### src/rtl/core/pgcs_pkg.sv
package pgcs_pkg;

  localparam int ROWS_DEF   = 7;
  localparam int COLS_DEF   = 5;
  localparam int GLYPHS_DEF = 4;

  localparam int GLYPH_W    = 35;
  localparam int GLYPH_NUM  = 4;
  localparam int GIDX_W     = 2;
  localparam int BIT_IDX_W  = 6;
  localparam int LED_W      = 7;
  localparam int WAIT_W     = 8;
  localparam int GAP_W      = 32;
  localparam int CFG_IDX_W  = 3;
  localparam int CFG_DATA_W = GLYPH_W;

  localparam logic [CFG_IDX_W-1:0] REG_GLYPH_ZERO  = 3'd0;
  localparam logic [CFG_IDX_W-1:0] REG_GLYPH_ONE   = 3'd1;
  localparam logic [CFG_IDX_W-1:0] REG_GLYPH_TWO   = 3'd2;
  localparam logic [CFG_IDX_W-1:0] REG_GLYPH_THREE = 3'd3;
  localparam logic [CFG_IDX_W-1:0] REG_COL_DWELL   = 3'd4;
  localparam logic [CFG_IDX_W-1:0] REG_GAP_WAITS   = 3'd5;

  localparam logic [GLYPH_W-1:0] GLYPH_ZERO_RST  = 35'd4433514655;
  localparam logic [GLYPH_W-1:0] GLYPH_ONE_RST   = 35'd15621211694;
  localparam logic [GLYPH_W-1:0] GLYPH_TWO_RST   = 35'd18842441585;
  localparam logic [GLYPH_W-1:0] GLYPH_THREE_RST = 35'd15621211694;
  localparam logic [WAIT_W-1:0]  COL_DWELL_RST   = 8'd2;
  localparam logic [GAP_W-1:0]   GAP_WAITS_RST   = 32'd402916356;

  typedef struct packed {
    logic [GLYPH_NUM-1:0][GLYPH_W-1:0] glyph;
    logic [WAIT_W-1:0]                 col_dwell;
    logic [GAP_W-1:0]                  gap_waits;
  } cfg_t;

endpackage

### src/rtl/core/pgcs_cfg.sv
module pgcs_cfg (
  input  logic                             clk,
  input  logic                             rst_n,
  input  logic                             wr_en,
  input  logic [pgcs_pkg::CFG_IDX_W-1:0]   wr_index,
  input  logic [pgcs_pkg::CFG_DATA_W-1:0]  wr_data,
  output pgcs_pkg::cfg_t                   cfg
);
  import pgcs_pkg::*;

  cfg_t cfg_r;

  always_ff @(posedge clk) begin
    if (!rst_n) begin
      cfg_r.glyph[0]  <= GLYPH_ZERO_RST;
      cfg_r.glyph[1]  <= GLYPH_ONE_RST;
      cfg_r.glyph[2]  <= GLYPH_TWO_RST;
      cfg_r.glyph[3]  <= GLYPH_THREE_RST;
      cfg_r.col_dwell <= COL_DWELL_RST;
      cfg_r.gap_waits <= GAP_WAITS_RST;
    end else if (wr_en) begin
      case (wr_index)
        REG_GLYPH_ZERO:  cfg_r.glyph[0]  <= wr_data;
        REG_GLYPH_ONE:   cfg_r.glyph[1]  <= wr_data;
        REG_GLYPH_TWO:   cfg_r.glyph[2]  <= wr_data;
        REG_GLYPH_THREE: cfg_r.glyph[3]  <= wr_data;
        REG_COL_DWELL:   cfg_r.col_dwell <= wr_data[WAIT_W-1:0];
        REG_GAP_WAITS:   cfg_r.gap_waits <= wr_data[GAP_W-1:0];
        default: ;
      endcase
    end
  end

  assign cfg = cfg_r;

endmodule

### src/rtl/core/pgcs_core.sv
module pgcs_core #(
  parameter int ROWS   = pgcs_pkg::ROWS_DEF,
  parameter int COLS   = pgcs_pkg::COLS_DEF,
  parameter int GLYPHS = pgcs_pkg::GLYPHS_DEF
) (
  input  logic                         clk,
  input  logic                         rst_n,
  input  logic                         step,
  input  logic                         tick,
  input  pgcs_pkg::cfg_t               cfg,
  output logic [pgcs_pkg::LED_W-1:0]   led_rows,
  output logic                         refreshed
);
  import pgcs_pkg::*;

  localparam int COL_W = $clog2(COLS + 1);

  logic [WAIT_W-1:0] wait_left_r,    wait_left_nxt;
  logic [GIDX_W-1:0] glyph_index_r,  glyph_index_nxt;
  logic [COL_W-1:0]  column_index_r, column_index_nxt;
  logic [LED_W-1:0]  led_levels_r,   led_levels_nxt;

  logic [GLYPH_W-1:0] glyph_cur;
  logic [LED_W-1:0]   pattern;
  logic               acted;

  assign glyph_cur = cfg.glyph[glyph_index_r];

  always_comb begin
    logic [BIT_IDX_W-1:0] bit_idx;
    pattern = '0;
    bit_idx = '0;
    for (int r = 0; r < LED_W; r++) begin
      bit_idx = BIT_IDX_W'(r * COLS) + BIT_IDX_W'(column_index_r);
      if (r < ROWS && bit_idx < BIT_IDX_W'(GLYPH_W)) begin
        pattern[r] = glyph_cur[bit_idx];
      end
    end
  end

  always_comb begin
    wait_left_nxt    = wait_left_r;
    glyph_index_nxt  = glyph_index_r;
    column_index_nxt = column_index_r;
    led_levels_nxt   = led_levels_r;
    acted            = 1'b0;
    if (tick) begin
      if (wait_left_r > WAIT_W'(1)) begin
        wait_left_nxt = wait_left_r - WAIT_W'(1);
      end else begin
        acted = 1'b1;
        if (column_index_r >= COL_W'(COLS)) begin
          wait_left_nxt    = cfg.gap_waits[WAIT_W*glyph_index_r +: WAIT_W];
          led_levels_nxt   = '0;
          column_index_nxt = '0;
          if (glyph_index_r >= GIDX_W'(GLYPHS - 1)) begin
            glyph_index_nxt = '0;
          end else begin
            glyph_index_nxt = glyph_index_r + GIDX_W'(1);
          end
        end else begin
          led_levels_nxt   = pattern;
          wait_left_nxt    = cfg.col_dwell;
          column_index_nxt = column_index_r + COL_W'(1);
        end
      end
    end
  end

  always_ff @(posedge clk) begin
    if (!rst_n) begin
      wait_left_r    <= '0;
      glyph_index_r  <= '0;
      column_index_r <= '0;
      led_levels_r   <= '0;
    end else if (step) begin
      wait_left_r    <= wait_left_nxt;
      glyph_index_r  <= glyph_index_nxt;
      column_index_r <= column_index_nxt;
      led_levels_r   <= led_levels_nxt;
    end
  end

  assign led_rows  = led_levels_nxt;
  assign refreshed = acted;

endmodule

### src/rtl/core/pov_glyph_column_sequencer.sv
// A result beat is registered: it appears in the cycle after its tick beat is accepted.
// Throughput: one tick beat per cycle; the output register frees up in the
// same cycle its beat is taken, so the input stalls only while that is held.
// Reset (rst_n low, synchronous): LEDs off, counter, column and glyph at zero,
// fonts and waits back to their defaults, no result pending.
module pov_glyph_column_sequencer #(
  parameter int ROWS   = pgcs_pkg::ROWS_DEF,
  parameter int COLS   = pgcs_pkg::COLS_DEF,
  parameter int GLYPHS = pgcs_pkg::GLYPHS_DEF
) (
  input  logic                             clk,
  input  logic                             rst_n,
  input  logic                             in_valid,
  output logic                             in_stall,
  input  logic                             in_tick,
  output logic                             out_valid,
  input  logic                             out_stall,
  output logic [pgcs_pkg::LED_W-1:0]       out_led_rows,
  output logic                             out_refreshed,
  input  logic                             cfg_valid,
  output logic                             cfg_ready,
  input  logic [pgcs_pkg::CFG_IDX_W-1:0]   cfg_index,
  input  logic [pgcs_pkg::CFG_DATA_W-1:0]  cfg_data
);
  import pgcs_pkg::*;

  cfg_t             cfg;
  logic             accept;
  logic [LED_W-1:0] led_rows;
  logic             refreshed;

  logic             out_valid_r, out_valid_nxt;
  logic [LED_W-1:0] out_led_rows_r;
  logic             out_refreshed_r;

  assign cfg_ready = 1'b1;
  assign in_stall  = out_valid_r && out_stall;
  assign accept    = in_valid && !in_stall;

  pgcs_cfg u_cfg (
    .clk      (clk),
    .rst_n    (rst_n),
    .wr_en    (cfg_valid && cfg_ready),
    .wr_index (cfg_index),
    .wr_data  (cfg_data),
    .cfg      (cfg)
  );

  pgcs_core #(
    .ROWS   (ROWS),
    .COLS   (COLS),
    .GLYPHS (GLYPHS)
  ) u_core (
    .clk       (clk),
    .rst_n     (rst_n),
    .step      (accept),
    .tick      (in_tick),
    .cfg       (cfg),
    .led_rows  (led_rows),
    .refreshed (refreshed)
  );

  always_comb begin
    if (accept) begin
      out_valid_nxt = 1'b1;
    end else if (out_stall) begin
      out_valid_nxt = out_valid_r;
    end else begin
      out_valid_nxt = 1'b0;
    end
  end

  always_ff @(posedge clk) begin
    if (!rst_n) begin
      out_valid_r <= 1'b0;
    end else begin
      out_valid_r <= out_valid_nxt;
    end
  end

  always_ff @(posedge clk) begin
    if (accept) begin
      out_led_rows_r  <= led_rows;
      out_refreshed_r <= refreshed;
    end
  end

  assign out_valid     = out_valid_r;
  assign out_led_rows  = out_led_rows_r;
  assign out_refreshed = out_refreshed_r;

endmodule

### config.mk
export PLATFORM = sky130hd
export DESIGN_NAME = pov_glyph_column_sequencer
export DESIGN_NICKNAME = d
export VERILOG_FILES = /design/src/rtl/core/pgcs_pkg.sv /design/src/rtl/core/pgcs_cfg.sv /design/src/rtl/core/pgcs_core.sv /design/src/rtl/core/pov_glyph_column_sequencer.sv
export SDC_FILE = /design/constraint.sdc
export NUM_CORES = 1
export LEC_CHECK = 0
export BUFFER_PORTS_ARGS = -buffer_cell sky130_fd_sc_hd__buf_2
export CAP_MARGIN = 20
export CORE_AREA = 4 4 163 165
export CTS_CLUSTER_SIZE = 30
export DETAILED_ROUTE_END_ITERATION = 10
export DIE_AREA = 0 0 167 169
export PLACE_DENSITY = 0.63
export SETUP_SLACK_MARGIN = 0.02
export SLEW_MARGIN = 20
export SYNTH_ARGS = -nofsm -noshare
export SYNTH_HDL_FRONTEND = slang
export SYNTH_SLANG_ARGS = --single-unit
### constraint.sdc
create_clock -name clk -period 3.23 [get_ports clk]
set_input_delay 0.4845 -clock clk [delete_from_list [all_inputs] [get_ports clk]]
set_output_delay 0.4845 -clock clk [all_outputs]
set_load 0.02 [all_outputs]
==> results of run 1 <==
-- critical path, stage by stage, from the launching register on --
cell and delay [ns]:
dfxtp_4 0.64, buf_4 0.34, mux4_2 0.52, and2_0 0.16, a311o_1 0.31, a31oi_1 0.22, a311oi_1 0.11, a21o_1 0.19
-- metrics by stage --
stage | area (um^2) | power [uW] | cells | util [%] | hold slack, ns
floorplan | 9970 | 3269 | 1151 | - | 0.4266
global placement | 10530 | 3520 | 1478 | 42.06 | 0.4392
detailed placement | 10530 | 3532 | 1478 | 42.06 | 0.4449
CTS | 11320 | 6293 | 1517 | 45.21 | 0.1986
global route | 11320 | 6497 | 1517 | 45.21 | 0.2197
finish | 11320 | 6250 | 1517 | 45.21 | 0.2238
-- final timing paths --
| check | cells past startpoint | start | to |
|---|---|---|---|
| setup / recovery | 7 | u_core.glyph_index_r[0]$_SDFFE_PN0P_ | out_led_rows[6]$_DFFE_PP_ |
| hold / removal | 2 | in_valid | out_valid$_SDFFE_PN0P_ |
| setup reg to reg | 7 | u_core.glyph_index_r[0]$_SDFFE_PN0P_ | out_led_rows[6]$_DFFE_PP_ |
| hold reg to reg | 2 | u_cfg.cfg[143]$_SDFFE_PN0P_ | u_cfg.cfg[143]$_SDFFE_PN0P_ |
-- cell type report --
class                           instances  share of cell area (%)
Multi-Input combinational cell        853                   47.15
Clock inverter                          8                   1.260
Timing Repair Buffer                   75                   4.157
Inverter                               11                  0.3648
Sequential cell                       209                   37.72
Tap cell                              330                   3.648
Clock buffer                           31                   5.704
-- logic make-up (layout without fill, tap and decap cells) --
kind of cell,after synthesis,in the layout
and+or+nand+nor,542,542
DFF,209,209
AOI/OAI and AO/OA,190,190
muxes,105,105
buffers and inverters,89,125
adders and majority gates,15,15
other,1,1
-- Yosys cell counts (3+ instances only) --
master,count,area share [%]
inv_2,3,0.11
nor2b_1,7,0.44
buf_6,5,0.56
buf_2,6,0.30
nand2_1,396,15
a211oi_1,8,0.60
nor3_1,12,0.60
a31oi_1,5,0.31
mux4_2,57,13
mux2i_1,43,4.3
buf_1,4,0.15
nand4_1,3,0.19
a21oi_1,102,5.1
nor2_1,29,1.1
nor3b_1,3,0.23
a21boi_0,30,2.3
ha_1,15,1.9
dfxtp_1,201,40
o21ai_0,22,1.1
mux2_2,5,0.56
clkbuf_1,61,2.3
nand2b_1,5,0.31
nand3_1,77,3.9
edfxtp_1,8,2.4
inv_1,7,0.26
a22oi_1,6,0.45
-- state kept, by name (all words and copies together) (netlist names) --
register and flops:
out_led_rows 7, out_refreshed 1, u_core.glyph_index_r 2, u_core.wait_left_r 8, u_core.led_levels_r 7, u_core.column_index_r 3
u_cfg.cfg 180, out_valid 1
-- where the power goes --
group / switching [uW] / internal, uW
registers: 55.0 / 2690
clock network: 1060 / 1710
logic: 472 / 268
total: 1580 / 4670
-- routing by layer --
| layer | part of all wire [%] | vias to the layer above | GRT usage (%) | wire [um] |
|---|---|---|---|---|
| met5 | 0 | - | 0 | 0 |
| met1 | 44 | 4066 | 28.32 | 12810 |
| met2 | 47 | 295 | 33.27 | 13420 |
| met4 | 2.5 | 0 | 4.909 | 707 |
| met3 | 6.6 | 48 | 2.966 | 1917 |
| li1 | - | 4033 | - | - |
==> reports/results.env, run 1 <==
SYNTH_CELLS=1151
MOSTFREQUENTLAYOUTCELL='nand2_1'
POST_SYNTH_XOR_AREA_FRACTION_PCT=0
INITIAL_CORE_UTIL_PCT=39.82
CLK_PATH_BUF_DEPTH=3
TRITONCTS='done'
POST-CTS-SETUP-BUFFERS=0
SYNTHESIS.AREA_PER_INSTANCE_UM2=8.662
ASYNC_RESET_FF_SHARE_PCT=0
MAX_CAP_VIOLATIONS=0
START_KIND='flip-flop'
FP.DIEAREA_UM2=28220
YOSYS-MUX-AREA-FRACTION_PCT=17.76
DRIVE_ABOVE_1_SHARE_PCT=15.50
FIN_TNS_SETUP_NS=0
SYNTH_NETS=1210
VIAS_PER_CELL=5.565
WL_UM=28860
FIRST_PASS_ITERS=5
LAYOUT-AREA-OVERHEAD-VS-SYNTH_PCT=13.53
SYNTHDISTINCTLIBCELLS=49
POWER_DENSITY_nW_PER_UM2=552.2
RELSLEWSLACK_PCT=50.45
ROWS=58
DR_TOTAL_VIAS=8442
CLOCK-SKEW-FINAL_NS=0.008765
NUMBER_OF_ANTENNA_VIOLATIONS_AT_THE_FIRST_CHECK_IN_GLOBAL_ROUTING=0
STATUS='complete, no violations'
POSTCTSHOLDBUFS=0
PLACEMENT.SETUP.WORST_SLACK_NS=0.5057
ENDPOINT_KIND='flip-flop'
FINALHOLDVIOLATIONS=0
GRT_FIRST_PASS_WIRELENGTH_UM=46340
BOUNDARYPINS=55
MAIN_COMBINATIONAL_CELL_FAMILY_BY_AREA_AFTER_SYNTHESIS='simple AND/OR/NAND/NOR gates'
DETAIL_ROUTE.ITER0.VIOLATIONS=748
TIGHTEST_SLEW_NS=0.7433
SETUP_VIOL=0
CTSROOTBUFFERMASTER='clkbuf_16'
NETLIST_AREA_UM2=9970
POSTCTSRESIZEDCELLS=0
CORE-AREA_UM2=25040
POWER.LEAKAGE_uW=0.004188
CTS.CLK_SLEW.WORST_PATHS_NS=0.06
SYNTH_ENABLE_FLOP_CELLS=8
ROUTE.ANTENNA.REMAINING_NETS=0
GRT_START_MAX_NET_PINS=100
WORST_HOLD_PATH_TYPE='input port to flip-flop'
FINAL_CRITICAL_PATH_SETUP_SLACK_NS=0.4855
IO_BUFFERS=53
MULTI_INPUT_LOGIC_AREA_UM2=5336
GPL.FINAL_WEIGHTED_CONGESTION=0.8218
CTS_BUFFERS=23
R2R_SLACK_NS=0.49
HTREE_NUM_LEVELS=1
SYNTH.YOSYS.SEQ_AREA_SHARE_PCT=42.77
POST_SYNTH_FA_HA_MAJ_AREA_FRACTION_PCT=1.883
RSZ_0062_RAISED_AFTER_GLOBAL_ROUTING='no'
DIE_X_UM=167
LAYOUT.CELLS.MOST_COMMON_LIST='nand2_1, dfxtp_1, a21oi_1'
TIMING_MAX_TRANSITION_VIOLATIONS_FINAL=0
RESIDUAL_DRC_COUNT=0
TCRIT_TCLK_FINAL_PCT=84.97
VIA_COUNT_OF_THE_FIRST_GLOBAL_ROUTING_PASS=8145
INSERTION_DELAY_NS=0.51
VDD.IR_DROP.WORST_uV=341.7
FINAL_NETS=1232
LAYOUT.AREA.SEQ_UM2=4269
SYNTH_SIMPLE_GATE_AREA_SHARE_PCT=22.46
DIODES=0
WORSTPATHMAXFANOUT=23
PATH_CLASS='flip-flop to flip-flop'
CRIT_ARRIVAL_NS=3.00
GR-USAGE-ALL-LAYERS_PCT=20.24
NUM_CLOCK_SINKS=209
POST_DETAIL_PLACE_HPWL_UM=18320
SYNTHESIZED_FLOP_AND_LATCH_TOTAL=209
SYNTH_COMPOUND_GATE_AREA_SHARE_PCT=11.21
YOSYSWARNINGCOUNT=0
LAYOUT_MIN_CYCLE_TIME_NS=2.745
SUM_OF_OVERFLOW_ACROSS_ALL_LAYERS_AFTER_GLOBAL_ROUTING=0
CRITICAL_PATH_REQUIRED_NS=3.49
SYNTHFLOPTYPE='dfxtp_1'
DIE_Y_UM=169
ROUTED_WIRE_LENGTH_PER_INSTANCE_UM=19.02
FILLERS=2434
TIMING.FMAX_GHz=0.3644
(Power assumes the default switching activity.)
==> run 2, diff against run 1 <==
clock period = 2.82 ns   (was 3.23 ns; I/O delays follow)
==> run 2 against run 1 <==
Sequential cell count did not move. Sequential share of layout area shrank 0.42 points. Clock power grew 11%. Hold slack lost 0.071 ns. Via count increased by 0.65%. Register-to-register slack worse by 0.25 ns. Wire length fell by 0.46%. Largest cell class unchanged. Highest routed layer unchanged.
==> reports/results.env, run 2 (synthesized netlist as in run 1, its figures left out) <==
TCRIT_TCLK_FINAL_PCT=91.77
GRT_FIRST_PASS_WIRELENGTH_UM=46330
FINALHOLDVIOLATIONS=0
ROWS=58
VDD.IR_DROP.WORST_uV=407.9
POST_DETAIL_PLACE_HPWL_UM=18520
LARGEST_REGISTER_FFS=180
ENDPOINT_KIND='flip-flop'
TIMING_MAX_TRANSITION_VIOLATIONS_FINAL=0
CTSROOTBUFFERMASTER='clkbuf_16'
MAX_CAP_VIOLATIONS=0
LAYOUT-AREA-OVERHEAD-VS-SYNTH_PCT=14.80
DETAILROUTE.WIRELENGTH.MET3_UM=1616
NUMBER_OF_ANTENNA_VIOLATIONS_AT_THE_FIRST_CHECK_IN_GLOBAL_ROUTING=0
BOUNDARYPINS=55
LAYOUT_MIN_CYCLE_TIME_NS=2.588
NUM_CLOCK_SINKS=209
HIGHEST_LAYER='met4'
DR_TOTAL_VIAS=8497
GPL.FINAL_WEIGHTED_CONGESTION=0.8200
ROUTED_WIRE_LENGTH_PER_INSTANCE_UM=18.71
VIA_COUNT_OF_THE_FIRST_GLOBAL_ROUTING_PASS=8127
GRT_START_MAX_NET_PINS=105
TIGHTEST_SLEW_NS=0.5397
VIAS_PER_CELL=5.536
POWER.LEAKAGE_uW=0.004269
STATUS='complete, no violations'
LAYOUT.CELLS.MOST_COMMON_LIST='nand2_1, dfxtp_1, a21oi_1'
RESIDUAL_DRC_COUNT=0
INSERTION_DELAY_NS=0.52
ROUTE.ANTENNA.REMAINING_NETS=0
FINAL_NETS=1247
CLK_PATH_BUF_DEPTH=3
FIN_TNS_SETUP_NS=0
FILLERS=2445
FIN_WORST_HOLD_SLACK_NS=0.1531
SUM_OF_OVERFLOW_ACROSS_ALL_LAYERS_AFTER_GLOBAL_ROUTING=0
SETUP_VIOL=0
TRITONCTS='done'
FP.DIEAREA_UM2=28220
CORE-AREA_UM2=25040
GR-USAGE-ALL-LAYERS_PCT=20.22
CRITICAL_PATH_REQUIRED_NS=3.07
DIE_X_UM=167
INITIAL_CORE_UTIL_PCT=39.82
CTS_BUFFERS=23
DRIVE_ABOVE_1_SHARE_PCT=17.01
MET2_LENGTH_UM=13210
LAYOUT.AREA.SEQ_UM2=4269
CLOCK-SKEW-FINAL_NS=0.01306
IO_BUFFERS=53
MET1WIRELENGTH_UM=12900
WORST_HOLD_PATH_TYPE='input port to flip-flop'
CRIT_ARRIVAL_NS=2.83
FIRST_PASS_ITERS=5
DIODES=0
PATH_CLASS='flip-flop to flip-flop'
MOSTFREQUENTLAYOUTCELL='nand2_1'
MULTI_INPUT_LOGIC_AREA_UM2=5336
START_KIND='flip-flop'
DETAIL_ROUTE.ITER0.VIOLATIONS=781
DIE_Y_UM=169
CTS.CLK_SLEW.WORST_PATHS_NS=0.06
TIMING.FMAX_GHz=0.3864
HTREE_NUM_LEVELS=1
RELSLEWSLACK_PCT=63.89
WL_UM=28720
POWER_DENSITY_nW_PER_UM2=616.8
RSZ_0062_RAISED_AFTER_GLOBAL_ROUTING='no'
WORSTPATHMAXFANOUT=8
==> run 2: cell types whose count changed in the layout (fill, tap and decap cells not counted) <==
cell	delta
clkinv_2	+3
clkinv_4	+2
buf_6	+1
inv_6	+1
clkinvlp_4	+2
clkbuf_1	-3
buf_12	+2
buf_4	+12
bufinv_16	-2
==> run 2: timing repair <==
item                                    CTS  global route
hold buffers                              0             0
endpoints found under the setup margin    0             2
gates resized for setup                   0             1
buffers inserted                          0             7
==> run 2: metrics by stage <==
| stage | utilization (%) | setup WS, ns | power (uW) | std cells | instance area [um^2] |
|---|---|---|---|---|---|
| floorplan | - | 0.1203 | 3745 | 1151 | 9970 |
| global placement | 42.35 | 0.1940 | 4037 | 1486 | 10600 |
| detailed placement | 42.35 | 0.1651 | 4048 | 1486 | 10600 |
| CTS | 45.44 | 0.1451 | 7104 | 1528 | 11380 |
| global route | 45.71 | 0.1611 | 7316 | 1535 | 11440 |
| finish | 45.71 | 0.2322 | 7059 | 1535 | 11440 |
==> run 2: area by class of cell <==
type,instances,share of cell area (%)
multi-input cells,853,46.63
flip-flops and latches,209,37.30
clock buffers,28,5.543
repair buffers,90,5.346
well taps,330,3.608
clock inverters,14,1.214
inverters,11,0.3608
==> run 2: power breakdown <==
| part | internal [uW] | switching (uW) | total, uW |
|---|---|---|---|
| Combinational | 315 | 536 | 851 |
| Sequential | 3080 | 63.1 | 3140 |
| Clock | 1790 | 1270 | 3070 |
==> run 2: per-layer routing <==
layer | vias up | track usage [%]
met5 | - | 0
met2 | 281 | 32.34
li1 | 4056 | -
met3 | 62 | 2.452
met1 | 4098 | 28.78
met4 | 0 | 6.403
==> run 2: worst paths after layout <==
| check | start | endpoint | slack (ns) | cells after the start |
|---|---|---|---|---|
| min reg2reg | u_core.wait_left_r[6]$_SDFFE_PN0P_ | u_core.wait_left_r[6]$_SDFFE_PN0P_ | 0.45 | 2 |
| min | in_valid | out_valid$_SDFFE_PN0P_ | 0.15 | 2 |
| max | u_core.glyph_index_r[0]$_SDFFE_PN0P_ | out_led_rows[5]$_DFFE_PP_ | 0.23 | 7 |
| max reg2reg | u_core.glyph_index_r[0]$_SDFFE_PN0P_ | out_led_rows[5]$_DFFE_PP_ | 0.23 | 7 |
==> run 2: worst max-delay path, stage by stage, from the launching register on <==
cell and delay [ns]:
dfxtp_4 0.42, buf_4 0.15, mux4_2 0.52, mux2_2 0.27, o21ai_0 0.38, a21oi_1 0.13, a31oi_1 0.32, o21ai_0 0.12
==> run 3, diff against run 2 <==
PLACE_DENSITY = 0.65   (was 0.63)
clock period = 2.28 ns   (was 2.82 ns; I/O delays follow)
==> run 3 against run 2 <==
The flow now finishes with violations (setup timing). Clock skew grew 0.0019 ns. Sequential cell count is the same. Die area unchanged. Cell area grew 3.6%. Worst setup slack worse by 0.38 ns. Final cell count increased by 1.6%. First-iteration DRC count decreased by 0.90%. Via count rose by 1.8%. Wire length increased by 2.3%. Critical path type unchanged. Largest cell class unchanged.
==> reports/results.env, run 3 (synthesized netlist as in run 1, its figures left out) <==
RESIDUAL_DRC_COUNT=0
SETUP_VIOL=10
POWER_DENSITY_nW_PER_UM2=766.1
VIAS_PER_CELL=5.547
INSERTION_DELAY_NS=0.52
MAX_CAP_VIOLATIONS=0
POWER.LEAKAGE_uW=0.004443
STATUS='complete, but fails checks'
RSZ_0062_RAISED_AFTER_GLOBAL_ROUTING='yes'
TIMING.FMAX_GHz=0.4116
BOUNDARYPINS=55
CTS_BUFFERS=23
NUM_CLOCK_SINKS=209
FINAL_NETS=1272
VIOLATED_CHECKS='setup timing'
LAYOUTNONFILLERINSTCOUNT=1560
TIMING_MAX_TRANSITION_VIOLATIONS_FINAL=0
IO_BUFFERS=53
GRT_START_MAX_NET_PINS=105
NUMBER_OF_ANTENNA_VIOLATIONS_AT_THE_FIRST_CHECK_IN_GLOBAL_ROUTING=0
RELSLEWSLACK_PCT=59.23
DIE_Y_UM=169
GRT_FIRST_PASS_WIRELENGTH_UM=46840
GPL.FINAL_WEIGHTED_CONGESTION=0.8719
START_KIND='flip-flop'
LAYOUT-AREA-OVERHEAD-VS-SYNTH_PCT=18.95
CRITICAL_PATH.MOST_COMMON_CELL='mux4_2'
VIA_COUNT_OF_THE_FIRST_GLOBAL_ROUTING_PASS=8252
SLOWEST_CELL_ON_CRIT_PATH='mux4_2'
DIE_X_UM=167
DR_TOTAL_VIAS=8654
CELL_BY_CELL_LISTING_OF_THE_CRITICAL_PATH='buf_12 > mux4_2 > mux4_2 > nand3b_1 > o31ai_1 > o311ai_1 > o21a_1 > o21ai_1'
WORST-PATH-BUF-INV=1
LARGEST_REGISTER_FFS=180
LAYOUT_MIN_CYCLE_TIME_NS=2.429
ENDPOINT_KIND='flip-flop'
TIGHTEST_SLEW_NS=0.6106
DETAIL_ROUTE.ITER0.VIOLATIONS=774
WORST_HOLD_PATH_TYPE='input port to flip-flop'
FP.DIEAREA_UM2=28220
CLOCK-SKEW-FINAL_NS=0.01500
CORE-AREA_UM2=25040
VDD.IR_DROP.WORST_uV=562.1
PATH_CLASS='flip-flop to flip-flop'
FINAL_CRITICAL_PATH_SETUP_SLACK_NS=-0.1494
INITIAL_CORE_UTIL_PCT=39.82
LAYOUT.CELLS.MOST_COMMON_LIST='nand2_1, dfxtp_1, a21oi_1'
GR-USAGE-ALL-LAYERS_PCT=20.38
TRITONCTS='done'
HTREE_NUM_LEVELS=1
CRITICAL_PATH_REQUIRED_NS=2.54
FIRST_PASS_ITERS=5
FIN_TNS_SETUP_NS=-0.6255
ROUTED_WIRE_LENGTH_PER_INSTANCE_UM=18.83
WL_UM=29370
CRIT_ARRIVAL_NS=2.68
WORSTPATHMAXFANOUT=4
CTSROOTBUFFERMASTER='clkbuf_16'
ROWS=58
FINAL_TOTAL_POWER_uW=9085
SUM_OF_OVERFLOW_ACROSS_ALL_LAYERS_AFTER_GLOBAL_ROUTING=0
DIODES=0
CTS.CLK_SLEW.WORST_PATHS_NS=0.06
DRIVE_ABOVE_1_SHARE_PCT=20.08
CLK_PATH_BUF_DEPTH=3
MOSTFREQUENTLAYOUTCELL='nand2_1'
POST_DETAIL_PLACE_HPWL_UM=19220
FINALHOLDVIOLATIONS=0
ROUTE.ANTENNA.REMAINING_NETS=0
MAX_STAGE_DELAY_NS=0.52
PLACE_INST=1512
FIN_WORST_HOLD_SLACK_NS=0.06084
TIMING.CRITICAL_PATH.MAX_DELAY_FAMILY='multiplexers'
TCRIT_TCLK_FINAL_PCT=106.6
==> run 3: cell count changes in the layout (fill, tap and decap cells not counted), sizes merged <==
cell,change
buf,+25
clkinv,-5
clkbuf,+4
bufinv,+3
clkinvlp,-2
==> run 3: path summary, 6_finish.rpt <==
path                                                      startpoint                                 end  slack [ns]  depth (start not counted)
worst max-delay path            u_core.glyph_index_r[0]$_SDFFE_PN0P_           out_led_rows[3]$_DFFE_PP_       -0.15                          8
worst min-delay path                                        in_valid              out_valid$_SDFFE_PN0P_        0.06                          2
worst max register to register  u_core.glyph_index_r[0]$_SDFFE_PN0P_           out_led_rows[3]$_DFFE_PP_       -0.15                          8
worst min register to register    u_core.wait_left_r[6]$_SDFFE_PN0P_  u_core.wait_left_r[6]$_SDFFE_PN0P_        0.45                          2
==> run 3: layout make-up <==
cell class,instances,area [um^2]
repair buffers,115,857.1
multi-input cells,853,5465
flip-flops and latches,209,4270
clock buffers,32,629.4
inverters,11,42.54
clock inverters,10,181.4
fillers,2361,13180
well taps,330,412.9
==> run 3: timing repair <==
item	4_1_cts	5_1_grt
setup buffers	8	0
setup endpoints to repair	16	23
resized for setup	22	18
pin swaps	6	4
hold endpoints to repair	0	0
hold buffers	0	0
==> run 3: power by group <==
group | internal [uW] | total, uW | switching [uW]
sequential | 3810 | 3890 | 81.9
combinational | 464 | 1170 | 702
clock | 2500 | 4030 | 1530
==> run 3: routing by layer <==
| metal | GRT usage, % | routed length [um] | vias to the layer above |
|---|---|---|---|
| met5 | 0 | 0 | - |
| met4 | 6.048 | 955 | 0 |
| met3 | 2.546 | 1745 | 57 |
| met2 | 33.55 | 13670 | 283 |
| met1 | 28.30 | 13000 | 4221 |
| li1 | - | - | 4093 |
==> run 3: metrics by stage <==
stage	cell area, um^2	utilization (%)	setup slack, ns
after floorplan	10040	-	-0.1163
after global placement	10860	43.37	-0.1474
after detailed placement	10860	43.37	-0.2213
after CTS	11800	47.12	-0.1401
after global routing	11860	47.37	-0.3009
final	11860	47.37	-0.1494
